File: src/rtl/wmdd_pkg.sv
package wmdd_pkg;

  // Field widths
  localparam int SAMPLE_WIDTH = 16;
  localparam int SLOPE_W      = SAMPLE_WIDTH + 1;
  localparam int FRAME_W      = 16;
  localparam int CFG_W        = 17;

  // Frame index range; the sample counter runs to twice this minus one before saturating
  localparam int MAX_FRAMES = 65536;
  localparam int IDX_W      = $clog2(2 * MAX_FRAMES);
  localparam int POS_W      = IDX_W + 1;
  localparam int CMP_W      = (IDX_W > CFG_W) ? IDX_W : CFG_W;

  localparam logic [IDX_W-1:0] N_MAX     = IDX_W'(2 * MAX_FRAMES - 1);
  localparam logic [IDX_W-1:0] FRAME_MAX = IDX_W'(MAX_FRAMES - 1);

  // Window geometry: right taps i+NEAR..i+FAR, left taps i-FAR..i-NEAR
  localparam int NEAR_OFS  = 2;
  localparam int FAR_OFS   = 7;
  localparam int WIN_DEPTH = 2 * FAR_OFS + 1;
  localparam int TAPS      = FAR_OFS - NEAR_OFS + 1;
  localparam int LEFT_LO   = FAR_OFS + NEAR_OFS;
  localparam int PAD_W     = $clog2(FAR_OFS + 1);

  // Arithmetic widths
  localparam int SUM_W  = SAMPLE_WIDTH + $clog2(TAPS);
  localparam int DIFF_W = SUM_W + 1;
  localparam int ABS_W  = DIFF_W;
  localparam int DIV_SH = ABS_W + $clog2(TAPS);
  localparam int MUL_W  = DIV_SH - 2;
  localparam int PROD_W = ABS_W + MUL_W;
  localparam int Q_W    = PROD_W - DIV_SH;

  // Reciprocal of TAPS, exact for every ABS_W-bit dividend
  localparam logic [MUL_W-1:0] DIV_MUL =
    MUL_W'(((64'd1 << DIV_SH) + 64'(TAPS - 1)) / 64'(TAPS));

  // Result queue
  localparam int FIFO_DEPTH = 8;
  localparam int FIFO_AW    = $clog2(FIFO_DEPTH);
  localparam int CNT_W      = $clog2(FIFO_DEPTH + 1);

  typedef logic signed [SAMPLE_WIDTH-1:0] sample_t;

  typedef struct packed {
    logic signed [SAMPLE_WIDTH-1:0] sample;
    logic                           is_last;
  } in_req_t;

  typedef struct packed {
    logic signed [SLOPE_W-1:0] slope;
    logic [FRAME_W-1:0]        frame_index;
    logic                      last_out;
  } out_req_t;

  typedef struct packed {
    logic                           valid;
    logic signed [SAMPLE_WIDTH-1:0] data;
  } cell_t;

  typedef struct packed {
    logic shift;
    logic clr;
    logic pad;
  } ctl_t;

  typedef struct packed {
    logic               emit;
    logic [FRAME_W-1:0] frame_index;
    logic               last;
  } job_t;

endpackage

File: src/rtl/window_mean_difference_derivative_unit.sv
// Smoothed derivative by window mean difference. Each accepted sample enters a
// row of fifteen shift cells; for sample index i the block reports the rounded
// mean of samples i+2..i+7 minus the mean of samples i-7..i-2 (sum difference
// divided by 6, halves away from zero), clamping indices to the first and last
// sample of the set. The result for index i leaves when sample i+7 is taken,
// so results lag by seven samples. A sample with is_last set starts a flush:
// seven copies of the last sample shift into the cell row while in_stall is
// high, producing the remaining results; the set then starts over at index 0.
// Rate: one sample per cycle unless a flush or a lack of queue credit stalls.
// A result passes the job register and the arithmetic stages into the output
// queue; the eight-entry result queue and its credit count set the throughput
// when out_stall is applied. selected_frame (cfg port, reset -1) limits output
// to one index when non-negative; last_out marks a set's final result, or the
// selected match in its flush. Write cfg only while the block is idle.
module window_mean_difference_derivative_unit import wmdd_pkg::*; (
  input  logic                    clk,
  input  logic                    rst_n,
  // sample requests
  input  logic                    in_valid,
  output logic                    in_stall,
  input  in_req_t                 in_req,
  // result requests
  output logic                    out_valid,
  input  logic                    out_stall,
  output out_req_t                out_req,
  // selected_frame write
  input  logic                    cfg_valid,
  output logic                    cfg_ready,
  input  logic signed [CFG_W-1:0] cfg_data
);

  ctl_t     ctl;
  job_t     job;
  sample_t  first_sample;
  cell_t    cin [WIN_DEPTH];
  cell_t    cq  [WIN_DEPTH];
  sample_t  tap [WIN_DEPTH];
  logic     res_valid;
  out_req_t res;
  logic     pop;

  // register write is always taken
  assign cfg_ready = 1'b1;
  assign pop       = out_valid & ~out_stall;

  // Sequencer: sample counter, flush padding, selection, credit count
  wmdd_ctrl u_ctrl (
    .clk          (clk),
    .rst_n        (rst_n),
    .in_valid     (in_valid),
    .in_req       (in_req),
    .in_stall     (in_stall),
    .cfg_we       (cfg_valid & cfg_ready),
    .cfg_data     (cfg_data),
    .pop          (pop),
    .ctl          (ctl),
    .first_sample (first_sample),
    .job          (job)
  );

  // Head of the cell row: a new sample, or during a flush a copy of the
  // newest one, which is what clamping to the last index asks for.
  assign cin[0].valid = 1'b1;
  assign cin[0].data  = ctl.pad ? cq[0].data : in_req.sample;

  // Cell k holds the sample k positions behind the newest. Starting a new
  // set invalidates every cell behind the head; an invalid cell reads as
  // sample 0 of the set (left clamp).
  for (genvar k = 0; k < WIN_DEPTH; k++) begin : g_cell
    if (k > 0) begin : g_link
      assign cin[k] = cq[k-1];
    end
    wmdd_cell u_cell (
      .clk          (clk),
      .rst_n        (rst_n),
      .shift        (ctl.shift),
      .clr          (ctl.clr && (k != 0)),
      .din          (cin[k]),
      .first_sample (first_sample),
      .q            (cq[k]),
      .tap          (tap[k])
    );
  end

  // Sums, rounding and divide by 6, three stages
  wmdd_arith u_arith (
    .clk       (clk),
    .rst_n     (rst_n),
    .job_i     (job),
    .tap       (tap),
    .res_valid (res_valid),
    .res       (res)
  );

  // Result queue; the sequencer never issues more results than it can hold
  wmdd_fifo u_fifo (
    .clk       (clk),
    .rst_n     (rst_n),
    .push      (res_valid),
    .push_req  (res),
    .pop       (pop),
    .out_valid (out_valid),
    .out_req   (out_req)
  );

endmodule

File: src/rtl/wmdd_cell.sv
module wmdd_cell import wmdd_pkg::*; (
  input  logic    clk,
  input  logic    rst_n,
  input  logic    shift,
  input  logic    clr,
  input  cell_t   din,
  input  sample_t first_sample,
  output cell_t   q,
  output sample_t tap
);

  logic    valid_r;
  sample_t data_r;

  always_ff @(posedge clk) begin
    if (!rst_n) begin
      valid_r <= 1'b0;
    end else if (shift) begin
      valid_r <= din.valid & ~clr;
    end
  end

  always_ff @(posedge clk) begin
    if (shift) begin
      data_r <= din.data;
    end
  end

  assign q.valid = valid_r;
  assign q.data  = data_r;

  // before sample 0 of the set: clamp to sample 0
  assign tap = valid_r ? data_r : first_sample;

endmodule

File: src/rtl/wmdd_ctrl.sv
module wmdd_ctrl import wmdd_pkg::*; (
  input  logic                    clk,
  input  logic                    rst_n,
  input  logic                    in_valid,
  input  in_req_t                 in_req,
  output logic                    in_stall,
  input  logic                    cfg_we,
  input  logic signed [CFG_W-1:0] cfg_data,
  input  logic                    pop,
  output ctl_t                    ctl,
  output sample_t                 first_sample,
  output job_t                    job
);

  logic signed [CFG_W-1:0] sel_r;
  sample_t                 first_r;
  logic [IDX_W-1:0]        n_r, n_nxt;
  logic [PAD_W-1:0]        pad_r, pad_nxt;
  logic [CNT_W-1:0]        cnt_r, cnt_nxt;
  job_t                    job_r, job_nxt;

  logic             pad_on, credit_ok, real_step, pad_step, step;
  logic [POS_W-1:0] pos;
  logic [IDX_W-1:0] idx, idx_sat;
  logic             emit_ok, sel_all, match, emit, flush, last;

  always_comb begin
    pad_on    = (pad_r != '0);
    credit_ok = (cnt_r < CNT_W'(FIFO_DEPTH));
    in_stall  = pad_on | ~credit_ok;
    real_step = in_valid & ~in_stall;
    pad_step  = pad_on & credit_ok;
    step      = real_step | pad_step;

    // pad_r is zero outside a flush, so pos is the stream position either way
    pos     = POS_W'(n_r) + POS_W'(pad_r);
    emit_ok = (pos >= POS_W'(FAR_OFS));
    idx     = IDX_W'(pos - POS_W'(FAR_OFS));
    idx_sat = (idx > FRAME_MAX) ? FRAME_MAX : idx;

    sel_all = sel_r[CFG_W-1];
    match   = sel_all | (CMP_W'(sel_r[CFG_W-2:0]) == CMP_W'(idx));
    emit    = step & emit_ok & match;

    // with every index selected the final pad carries the end mark;
    // with one index selected the only match of a flush carries it
    flush = pad_on | in_req.is_last;
    last  = flush & (sel_all ? (pad_r == PAD_W'(FAR_OFS)) : 1'b1);

    job_nxt.emit        = emit;
    job_nxt.frame_index = FRAME_W'(idx_sat);
    job_nxt.last        = last;
  end

  always_comb begin
    n_nxt   = n_r;
    pad_nxt = pad_r;
    if (real_step) begin
      if (in_req.is_last) begin
        pad_nxt = PAD_W'(1);
      end else if (n_r != N_MAX) begin
        n_nxt = n_r + IDX_W'(1);
      end
    end else if (pad_step) begin
      if (pad_r == PAD_W'(FAR_OFS)) begin
        pad_nxt = '0;
        n_nxt   = '0;
      end else begin
        pad_nxt = pad_r + PAD_W'(1);
      end
    end
    cnt_nxt = cnt_r + CNT_W'(emit) - CNT_W'(pop);
  end

  always_ff @(posedge clk) begin
    if (!rst_n) begin
      sel_r <= '1;
      n_r   <= '0;
      pad_r <= '0;
      cnt_r <= '0;
      job_r <= '0;
    end else begin
      if (cfg_we) begin
        sel_r <= cfg_data;
      end
      n_r   <= n_nxt;
      pad_r <= pad_nxt;
      cnt_r <= cnt_nxt;
      job_r <= job_nxt;
    end
  end

  always_ff @(posedge clk) begin
    if (real_step && n_r == '0) begin
      first_r <= in_req.sample;
    end
  end

  assign ctl.shift    = step;
  assign ctl.clr      = real_step & (n_r == '0);
  assign ctl.pad      = pad_on;
  assign first_sample = first_r;
  assign job          = job_r;

endmodule

File: src/rtl/wmdd_arith.sv
module wmdd_arith import wmdd_pkg::*; (
  input  logic     clk,
  input  logic     rst_n,
  input  job_t     job_i,
  input  sample_t  tap [WIN_DEPTH],
  output logic     res_valid,
  output out_req_t res
);

  typedef logic signed [SUM_W-1:0]  sum_t;
  typedef logic signed [DIFF_W-1:0] diff_t;

  // stage 1: window sums
  sum_t rsum, lsum, rsum_r, lsum_r;
  // stage 2: rounded magnitude
  diff_t             diff;
  logic              neg;
  logic [ABS_W-1:0]  mag, x, x_r;
  logic              neg2_r;
  // stage 3: reciprocal multiply
  logic [PROD_W-1:0] prod_r;
  logic              neg3_r;
  logic [Q_W-1:0]    q;
  logic signed [Q_W:0] q_s;

  logic v1_r, v2_r, v3_r;
  job_t j1_r, j2_r, j3_r;

  always_comb begin
    rsum = '0;
    lsum = '0;
    for (int k = 0; k < TAPS; k++) begin
      rsum = rsum + sum_t'(tap[k]);
      lsum = lsum + sum_t'(tap[LEFT_LO + k]);
    end
  end

  always_comb begin
    diff = diff_t'(rsum_r) - diff_t'(lsum_r);
    neg  = diff[DIFF_W-1];
    mag  = neg ? ABS_W'(-diff) : ABS_W'(diff);
    // half of the divisor for round-half-away
    x    = mag + ABS_W'(TAPS / 2);
  end

  always_ff @(posedge clk) begin
    if (!rst_n) begin
      v1_r <= 1'b0;
      v2_r <= 1'b0;
      v3_r <= 1'b0;
    end else begin
      v1_r <= job_i.emit;
      v2_r <= v1_r;
      v3_r <= v2_r;
    end
  end

  always_ff @(posedge clk) begin
    rsum_r <= rsum;
    lsum_r <= lsum;
    j1_r   <= job_i;
    x_r    <= x;
    neg2_r <= neg;
    j2_r   <= j1_r;
    prod_r <= PROD_W'(x_r) * PROD_W'(DIV_MUL);
    neg3_r <= neg2_r;
    j3_r   <= j2_r;
  end

  always_comb begin
    q   = prod_r[PROD_W-1:DIV_SH];
    q_s = {1'b0, q};
    res.slope       = neg3_r ? SLOPE_W'(-q_s) : SLOPE_W'(q_s);
    res.frame_index = j3_r.frame_index;
    res.last_out    = j3_r.last;
  end

  assign res_valid = v3_r;

endmodule

File: src/rtl/wmdd_fifo.sv
module wmdd_fifo import wmdd_pkg::*; (
  input  logic     clk,
  input  logic     rst_n,
  input  logic     push,
  input  out_req_t push_req,
  input  logic     pop,
  output logic     out_valid,
  output out_req_t out_req
);

  out_req_t           mem [FIFO_DEPTH];
  logic [FIFO_AW-1:0] wr_r, rd_r;
  logic [CNT_W-1:0]   cnt_r;
  logic               head_vld_r;
  out_req_t           head_r;
  logic               take, from_mem, to_mem;

  // head register reloads whenever it is empty or being popped;
  // an empty queue passes a push straight into the head
  always_comb begin
    take     = ~head_vld_r | pop;
    from_mem = take & (cnt_r != '0);
    to_mem   = push & ~(take & (cnt_r == '0));
  end

  always_ff @(posedge clk) begin
    if (to_mem) begin
      mem[wr_r] <= push_req;
    end
    if (from_mem) begin
      head_r <= mem[rd_r];
    end else if (take && push) begin
      head_r <= push_req;
    end
  end

  always_ff @(posedge clk) begin
    if (!rst_n) begin
      wr_r       <= '0;
      rd_r       <= '0;
      cnt_r      <= '0;
      head_vld_r <= 1'b0;
    end else begin
      if (to_mem) begin
        wr_r <= wr_r + FIFO_AW'(1);
      end
      if (from_mem) begin
        rd_r <= rd_r + FIFO_AW'(1);
      end
      cnt_r <= cnt_r + CNT_W'(to_mem) - CNT_W'(from_mem);
      if (take) begin
        head_vld_r <= from_mem | push;
      end
    end
  end

  assign out_valid = head_vld_r;
  assign out_req   = head_r;

endmodule
File: config.mk
export PLATFORM = sky130hd
export DESIGN_NAME = window_mean_difference_derivative_unit
export DESIGN_NICKNAME = d
export VERILOG_FILES = /design/src/rtl/wmdd_pkg.sv /design/src/rtl/window_mean_difference_derivative_unit.sv /design/src/rtl/wmdd_cell.sv /design/src/rtl/wmdd_ctrl.sv /design/src/rtl/wmdd_arith.sv /design/src/rtl/wmdd_fifo.sv
export SDC_FILE = /design/constraint.sdc
export NUM_CORES = 2
export LEC_CHECK = 0
export ABC_CLOCK_PERIOD_IN_PS = 10000
export BUFFER_PORTS_ARGS = -buffer_cell sky130_fd_sc_hd__buf_2
export CORE_ASPECT_RATIO = 0.75
export CORE_MARGIN = 3
export CORE_UTILIZATION = 50
export CTS_CLUSTER_DIAMETER = 100
export CTS_CLUSTER_SIZE = 14
export DETAILED_ROUTE_END_ITERATION = 12
export GPL_TIMING_DRIVEN = 1
export PLACE_DENSITY = 0.7
export SETUP_SLACK_MARGIN = 0.3
export SYNTH_ARGS = -nofsm -noshare
export SYNTH_HDL_FRONTEND = slang
export SYNTH_SLANG_ARGS = --single-unit
File: constraint.sdc
create_clock -name clk -period 10 [get_ports clk]
set_input_delay 1 -clock clk [delete_from_list [all_inputs] [get_ports clk]]
set_output_delay 1 -clock clk [all_outputs]
set_load 0.03 [all_outputs]
==> results.cfg <==
[run_status]
status = completed

[timing]
hold_viol = 0
clock.fmax_mhz = 144
clock_skew_ps = 33.9
fin_tns_setup_ps = 0
setup_viol = 0
min_period_over_period_pct = 69.6
relSlewSlack_pct = 26.7
finalCriticalPeriod_ps = 6960
tightestPinTransition_ps = 1100
rsz0062_at_grt = false
slew_viol_final = 0

[synth]
synth.ff_latch_count = 781
post_synth_main_area_contributors = edfxtp_1, fa_1, dfxtp_1, ha_1, inv_1
synth_area_mm2 = 0.0434
synth_cells = 3331
avgSynthCellArea_um2 = 13.0
synth_edf_count = 562
synthMostInstantiatedCell = edfxtp_1
syn-num-nets = 3909
synthArstFlopShare_pct = 0
synth-seq-area-share_pct = 49.0
ys_top_cells_by_count = edfxtp_1, inv_1, ha_1
ys.flop_type = edfxtp_1
synth_top_area_share_pct = 38.9
synth.distinct_cells = 103
yosys_warnings = 0
yosysTopAreaCell = edfxtp_1

[finish]
area_delta_synth_final_pct = 7.94
drive_gt1_share_pct = 13.0
fin_nets = 3966

[clock_network]
numCtsBuffers = 61
postCtsSetupBuffers = 0
clockRootBuffer = clkbuf_16
worstSkewPairLatency_ps = 660
clock_sinks = 781
cts_tree = done
h-tree-depth = 2
post_cts_resized = 0
clk_pin_slew_ps = 70
clock_path_buffers = 3
postCtsHoldBufs = 0

[die]
row_count = 92
dieArea_mm2 = 0.0904
die_x_um = 346
die_y_um = 261
start_util_pct = 51.1
coreArea_mm2 = 0.0850
pin_count = 76

[route]
wl_per_cell_um = 19.3
first_pass_iters = 6
viasPerCell = 5.45
drt_iter0_drc = 2019
ant_nets = 0
vias = 24900
wl_mm = 88.3
drc_errors = 0

[worst_setup_path]
crit_path_start = g_cell[0].u_cell.valid_r
r2r-end = u_arith.rsum_r[18]
worstPathRequired_ps = 10540
cp-start-kind = register
ff2ff_setup_slack_ps = 3040
cp-end-kind = register
path_class = register to register
critical_path.reg2reg.startpoint = g_cell[0].u_cell.valid_r
cp_max_fo = 18
arrival_ps = 7500
cp-endpoint = u_arith.rsum_r[18]
ff2ff_path_depth = 24

[worst_hold_path]
min_path_type = register to register
hp-start = u_arith.j1_r[2]

[global_route]
grt_max_degree = 117
grtUsageTotal_pct = 20.0
grt_overflow = 0
grt_pass1_vias = 25500
grt_pass1_wl_mm = 143
antenna_found_initial = 3

[placed_design]
gp_congestion = 0.907
dp_hpwl_mm = 63.8
io_buffer_count = 74

[job]
drv_cap = 0
[how the worst min path moves through the flow]
stage | to | slack (ps) | cells after the start
2_1_floorplan | u_arith.j1_r[0] | 310 | 0
3_3_place_gp | u_arith.res[13] | 310 | 0
3_5_place_dp | u_arith.res[0] | 310 | 0
4_1_cts | u_arith.j2_r[2] | 330 | 0
5_1_grt | u_arith.j2_r[1] | 330 | 0
6_report | u_arith.j2_r[2] | 330 | 0
[worst max-delay path: stages, from the launching register on]
cell	delay, ps
dfxtp_1	890
mux2_2	430
fa_1	530
ha_1	320
a21o_1	150
a21oi_1	210
o21bai_1	90
a21oi_1	240
o21bai_1	90
a21oi_1	260
o21ai_0	180
o41ai_1	590
o21bai_1	120
a21oi_1	200
xnor2_1	110
fa_1	540
inv_1	50
fa_1	520
inv_1	40
ha_1	340
and3_1	170
a21oi_1	200
o21ai_0	180
o31ai_1	310
xnor2_1	100
[sequential cells by signal, indices dropped and copies added, names as in the netlist, 4 cells and up, named ones only]
name	cells
g_cell.u_cell.data_r	240
g_cell.u_cell.valid_r	15
u_arith.j1_r	17
u_arith.j2_r	17
u_arith.lsum_r	19
u_arith.prod_r	17
u_arith.res	17
u_arith.rsum_r	19
u_arith.x_r	20
u_ctrl.cnt_r	4
u_ctrl.first_sample	16
u_ctrl.job	18
u_ctrl.n_r	17
u_ctrl.sel_r	17
u_fifo.cnt_r	4
u_fifo.mem	272
u_fifo.out_req	34
[logic make-up after synthesis]
kind of cell             count (synthesis)  share of synthesized area (%)
AO/OA/AOI/OAI                          415                           6.43
other                                    1                        0.00864
buffers and inverters                  564                           4.94
adder cells (fa/ha/maj)                539                           19.8
AND/OR/NAND/NOR                        512                           5.87
multiplexers                           315                           9.66
XOR/XNOR                               204                           4.33
flip-flops                             781                           49.0
[cells in the final DEF, fill, tap and decap left out, types with 20 or more instances in the layout]
| master | synthesis | layout |
|---|---|---|
| o21bai_1 | 22 | 22 |
| mux4_2 | 68 | 68 |
| clkbuf_16 | 0 | 62 |
| buf_4 | 1 | 26 |
| edfxtp_1 | 562 | 562 |
| mux2i_1 | 99 | 99 |
| fa_1 | 244 | 244 |
| xor2_1 | 56 | 56 |
| xnor2_1 | 140 | 140 |
| dfxtp_1 | 219 | 216 |
| clkbuf_1 | 83 | 50 |
| a21oi_1 | 113 | 112 |
| buf_2 | 9 | 74 |
| nor3_1 | 31 | 29 |
| ha_1 | 295 | 295 |
| inv_1 | 455 | 455 |
| and2_1 | 29 | 29 |
| a21boi_0 | 23 | 23 |
| nand3_1 | 56 | 56 |
| o21a_1 | 25 | 25 |
| a21o_1 | 23 | 23 |
| o21ai_0 | 83 | 83 |
| nor2b_1 | 20 | 20 |
| nor2_1 | 118 | 112 |
| nand2_1 | 140 | 140 |
| mux2_2 | 148 | 148 |
[layer usage]
| metal | global-route usage, % | share of wire (%) |
|---|---|---|
| met1 | 31.2 | 50 |
| met5 | 0 | 0 |
| met3 | 3.24 | 6.4 |
| met2 | 30.0 | 43 |
| met4 | 3.20 | 1.1 |
[per-stage QoR]
step | cell area (um2) | worst slack, ps | utilization [%] | cells | hold slack [ps]
finish | 46800 | 3040 | 55.1 | 4569 | 327
global route | 46800 | 2450 | 55.1 | 4568 | 332
CTS | 46800 | 3070 | 55.1 | 4568 | 325
detailed placement | 45000 | 3040 | 53.0 | 4453 | 312
global placement | 45000 | 3210 | 53.0 | 4453 | 312
floorplan | 43400 | 1530 | - | 3331 | 310
[final cells by class]
class | instances | area, um2
Clock inverter | 3 | 65.1
Fill cell | 6974 | 38100
Timing Repair Buffer | 100 | 566
Sequential cell | 781 | 21300
Tap cell | 1128 | 1410
Multi-Input combinational cell | 1986 | 20000
Antenna cell | 1 | 2.50
Clock buffer | 112 | 1740
Inverter | 458 | 1730
Power is left out: the tool's default activity adds up to more than one toggle a clock period on the data nets, which glitch-free logic cannot reach.
